--- src/rtl/tlpte_pkg.sv ---
// ----------------------------------------------------------------------------
// tlpte_pkg: shared types and constants of the two-level page table engine
// Field widths, entry bit positions, operation and status codes, and the
// command/status bundles between controller and datapath.
// ----------------------------------------------------------------------------
package tlpte_pkg;

    localparam int DIR_INDEX_BITS   = 4;
    localparam int TABLE_INDEX_BITS = 10;
    localparam int OFS_BITS         = 12;
    localparam int FRAME_BITS       = 20;
    localparam int VA_BITS          = DIR_INDEX_BITS + TABLE_INDEX_BITS + OFS_BITS;
    localparam int SLOT_BITS        = DIR_INDEX_BITS + TABLE_INDEX_BITS;
    localparam int DIR_COUNT        = 1 << DIR_INDEX_BITS;
    localparam int SLOT_COUNT       = 1 << SLOT_BITS;
    localparam int ENTRY_BITS       = 32;

    // x86 entry bits
    localparam int BIT_P   = 0;
    localparam int BIT_RW  = 1;
    localparam int BIT_US  = 2;
    localparam int BIT_PCD = 4;

    typedef enum logic [2:0] {
        FN_INSTALL = 3'd0,
        FN_CHECK   = 3'd1,
        FN_XLATE   = 3'd2,
        FN_MAP     = 3'd3,
        FN_REMAP   = 3'd4,
        FN_UNMAP   = 3'd5
    } func_t;

    typedef enum logic [1:0] {
        ST_OK    = 2'd0,
        ST_FAULT = 2'd1,
        ST_PERM  = 2'd2
    } status_t;

    typedef struct packed {
        logic load;        // accept request, latch fields, read table entry
        logic clear_step;  // zero one table entry of the selected directory slot
        logic commit;      // write back, update directory, load result register
    } cmd_t;

    typedef struct packed {
        logic in_install;  // request at the input port is an install
        logic clear_last;  // clear sweep is at its final entry
        logic out_free;    // result register can take a new result
    } stat_t;

endpackage

--- src/rtl/tlpte_ctrl.sv ---
// ----------------------------------------------------------------------------
// tlpte_ctrl: sequencing of one request
// Accept, optional table clear sweep, then commit when the result slot frees.
// ----------------------------------------------------------------------------
module tlpte_ctrl
(
    input  logic             clk,
    input  logic             rst_n,
    input  logic             in_valid,
    output logic             in_ready,
    input  tlpte_pkg::stat_t stat,
    output tlpte_pkg::cmd_t  cmd
);

    typedef enum logic [1:0] {
        S_IDLE,
        S_CLEAR,
        S_EXEC
    } state_t;

    state_t state_reg;
    state_t state_next;

    always_comb
    begin
        state_next     = state_reg;
        cmd.load       = 1'b0;
        cmd.clear_step = 1'b0;
        cmd.commit     = 1'b0;
        in_ready       = 1'b0;
        unique case (state_reg)
            S_IDLE:
            begin
                in_ready = 1'b1;
                if (in_valid)
                begin
                    cmd.load   = 1'b1;
                    state_next = stat.in_install ? S_CLEAR : S_EXEC;
                end
            end
            S_CLEAR:
            begin
                cmd.clear_step = 1'b1;
                if (stat.clear_last)
                begin
                    state_next = S_EXEC;
                end
            end
            S_EXEC:
            begin
                if (stat.out_free)
                begin
                    cmd.commit = 1'b1;
                    state_next = S_IDLE;
                end
            end
            default:
            begin
                state_next = S_IDLE;
            end
        endcase
    end

    always_ff @(posedge clk or negedge rst_n)
    begin
        if (!rst_n)
        begin
            state_reg <= S_IDLE;
        end
        else
        begin
            state_reg <= state_next;
        end
    end

endmodule

--- config.mk ---
export PLATFORM = sky130hd
export DESIGN_NAME = tlpte_ctrl
export DESIGN_NICKNAME = d
export VERILOG_FILES = /design/src/rtl/tlpte_pkg.sv /design/src/rtl/tlpte_ctrl.sv
export SDC_FILE = /design/constraint.sdc
export NUM_CORES = 1
export LEC_CHECK = 0
export ABC_AREA = 0
export BUFFER_PORTS_ARGS = -buffer_cell sky130_fd_sc_hd__buf_2
export CAP_MARGIN = 10
export CORE_AREA = 2 2 39 41
export CTS_CLUSTER_SIZE = 24
export DETAILED_ROUTE_END_ITERATION = 7
export DIE_AREA = 0 0 41 43
export PLACE_DENSITY = 0.3
export REMOVE_ABC_BUFFERS = 1
export SYNTH_ARGS = -nofsm -noshare
export SYNTH_HDL_FRONTEND = slang
export SYNTH_SLANG_ARGS = --single-unit
--- constraint.sdc ---
create_clock -name clk -period 1.96 [get_ports clk]
set_input_delay 0.098 -clock clk [delete_from_list [all_inputs] [get_ports clk]]
set_output_delay 0.098 -clock clk [all_outputs]
set_load 0.05 [all_outputs]
== Yosys cells after proc, flatten, opt, wreduce, memory -nomap -nowiden ==
Index checks and enable logic that the tools add are counted.

* Input port bits: 6
* Register bits: 2
* Output and inout port bits: 4
* Logic and storage cells: 19

* Eq/ne operators: 5
* Muxes and demuxes: 11
* Reduce and logical (&&, ||, !) cells: 2

{| class="wikitable"
|+ Operators by type and width
! cell !! count
|-
| $mux W2 || 4
|-
| $mux W1 || 6
|-
| $ne A2 B2 Y1 const B || 3
|-
| $pmux W2 S3 || 1
|-
| $reduce_and A3 Y1 || 1
|-
| $eq A2 B1 Y1 const B || 1
|-
| $eq A2 B2 Y1 const B || 1
|-
| $logic_not A2 Y1 || 1
|}

== Depth between registers and ports, before layout ==
* Depth after elaboration: 3
* Gate-level depth with buffers: 2
* Gate-level depth less buffers: 2

== Least setup slack after synthesis ==
OpenSTA, ideal clock, no wires.

* Kind: register to output
* Start point: reg state_reg[1]
* End point: out cmd[2] (netlist bit)
* Arrival: 1.633 ns
* Cell stages (with the launch flop): 3
* Buffers on the path: 0
* Slack: 0.229 ns
* Cell sequence: dfrtp_1 -> nor2_1 -> and2_1

{| class="wikitable"
|+ RTL lines
! what !! RTL line !! source
|-
| from (decl) || tlpte_ctrl.sv:21 || <nowiki>state_t state_reg;</nowiki>
|-
| from (signal assigned) || tlpte_ctrl.sv:72 || <nowiki>state_reg <= state_next;</nowiki>
|-
| to (decl) || tlpte_ctrl.sv:12 || <nowiki>output tlpte_pkg::cmd_t cmd</nowiki>
|}

==> metrics.yaml <==
drcViolationCount: 0
synth_cells: 13
postRouteAntennaNets: 0
multi_input_area_um2: 76.3
core_um2: 1380
power.density_nw_per_um2: 1660
antenna_found_initial: 0
fmax_mhz: 773
die_w_um: 41
viasPerCell: 3.36
top_usage_layer: "met4"
cts_root_buffer: "clkbuf_4"
drt_iter0_drc: 0
final_cell_area_um2: 224
syn_area_um2: 126
gp_congestion: 0.584
skew_ns: 0.00339
largest_reg_flops: 2
placed_area_um2: 191
dpl.cell_count: 38
slew-limit-headroom_pct: 83.5
floorplan.initialDensity_pct: 9.13
dieArea_um2: 1760
syn_avg_cell_area_um2: 9.72
p_leak_nw: 0.109
final-hold-violation-count: 0
grt_pass1_wl_um: 517
maxSlewViolCount: 0
antenna_cells: 0
post_drt_wl_per_cell_um: 8.19
start_kind: "flip-flop"
rsz0062_at_grt: "no"
grtUsageMet3_pct: 1.57
grt_pass1_vias: 138
ys_ff_latch: 2
fin_crit_ns: 1.29
post-route-period-util_pct: 66.0
hp-class: "primary input to flip-flop"
post-route-util_pct: 16.2
grtUsageMet1_pct: 6.11
cts_made_buffers: 3
first_pass_iters: 1
synth_top_area_share_pct: 39.6
grt_start_max_net_pins: 9
nNetsFinal: 34
synthTopCellsByArea: "dfrtp_1 40%, a21oi_1 7.9%, and3b_2 7.9%"
worstSetupPathType: "flip-flop to output port"
regArea_um2: 50.0
drive_gt1_share_pct: 53.8
row_count: 14
postCtsSetupBuffers: 0
grtUsageMet2_pct: 4.38
clock_latency_ns: 0.23
cp_max_fo: 6
endpoint_kind: "output port"
htreeDepth: 1
finalSetupViolCount: 0
yosysTopAreaCell: "dfrtp_1"
wirelength_um: 344
fp.dieH_um: 43
worst_pin_slew_ns: 0.249
grt_use_total_pct: 5.72
synthDistinctLibCells: 11
critical_path_required_ns: 1.86
stdcell_count: 42
maxCapViolations: 0
worst_slack_ns: 0.666
vdd_drop_max_mv: 0.472
setup_tns_ns: 0
grt_overflow: 0
clkSinkCount: 2
num-fill-cells: 160
numPortBuffers: 9
io_pins: 10
status: "finished, final reports clean"
cts_tree: "done"
syn_to_final_growth_pct: 77.2
yosysSeqAreaShare_pct: 39.6
yosys_warnings: 0
via_count: 141
worst_ep_arrival_time_ns: 1.20
place_ws_ns: 0.927
clk_pin_slew_ns: 0.03
clock_path_buffers: 2
==> layout make-up <==
cell class	instances	share of cell area, %
multi-input combinational	11	34.1
timing repair buffer	10	24.6
sequential	2	22.3
clock buffer	3	10.1
tap	16	8.94
==> critical path: stages, from the launching register on <==
cell and delay, ns:
dfrtp_1 0.42, nor2_1 0.16, and2_1 0.14, buf_2 0.25
==> cells by family after synthesis <==
group / synth area share (%)
AOI/OAI and AO/OA: 20.8
and+or+nand+nor: 39.6
DFF: 39.6
==> power by group <==
group / switching [W] / leakage [nW] / internal, W
Clock: 0.0000268 / 0.0138 / 0.0000678
Sequential: 0.0000250 / 0.0253 / 0.0000573
Combinational: 0.000138 / 0.0696 / 0.0000580
Total: 0.000190 / 0.109 / 0.000183
==> metrics by stage <==
step | total power, W | hold slack, ns
2_1_floorplan | 0.000234 | -0.198
3_3_place_gp | 0.000276 | -0.115
5_1_grt | 0.000397 | 0.162
6_report | 0.000373 | 0.142
3_5_place_dp | 0.000276 | -0.113
4_1_cts | 0.000378 | 0.139
==> Yosys cell counts <==
cell type,instances
a21oi_1,2
dfrtp_1,2
a21oi_2,1
and2_1,1
and3b_2,1
nand3b_1,1
nor2_1,1
nor2b_1,1
o21a_1,1
or2b_1,1
or3b_1,1
==> cell usage in the layout, fill, tap and decap left out, drive strengths merged, types with 2 or more instances in the layout <==
master,n
a21oi,3
buf,9
clkbuf,3
dfrtp,2
==> repair_timing <==
action / in CTS / in global routing
hold buffers: 1 / 0
endpoints found under the setup margin: 0 / 0
gates resized for setup: 0 / 0
hold endpoints to repair: 2 / 0
==> metal layers <==
metal,share of wire (%),vias up
met3,11,4
met1,49,52
li1,-,72
met4,10,0
met2,29,13
met5,0,-
==> path summary, 6_finish.rpt <==
check | from | endpoint | cells past startpoint | slack, ns
setup / recovery | state_reg[1] | cmd[2] | 3 | 0.67
hold / removal | stat[1] | state_reg[0] | 3 | 0.14
max in group asynchronous | rst_n | state_reg[1] | 2 | 1.68
hold reg to reg | state_reg[1] | state_reg[0] | 1 | 0.53
min in group asynchronous | rst_n | state_reg[0] | 2 | 0.18
setup reg to reg | state_reg[0] | state_reg[1] | 2 | 0.93
(Power assumes the default switching activity.)
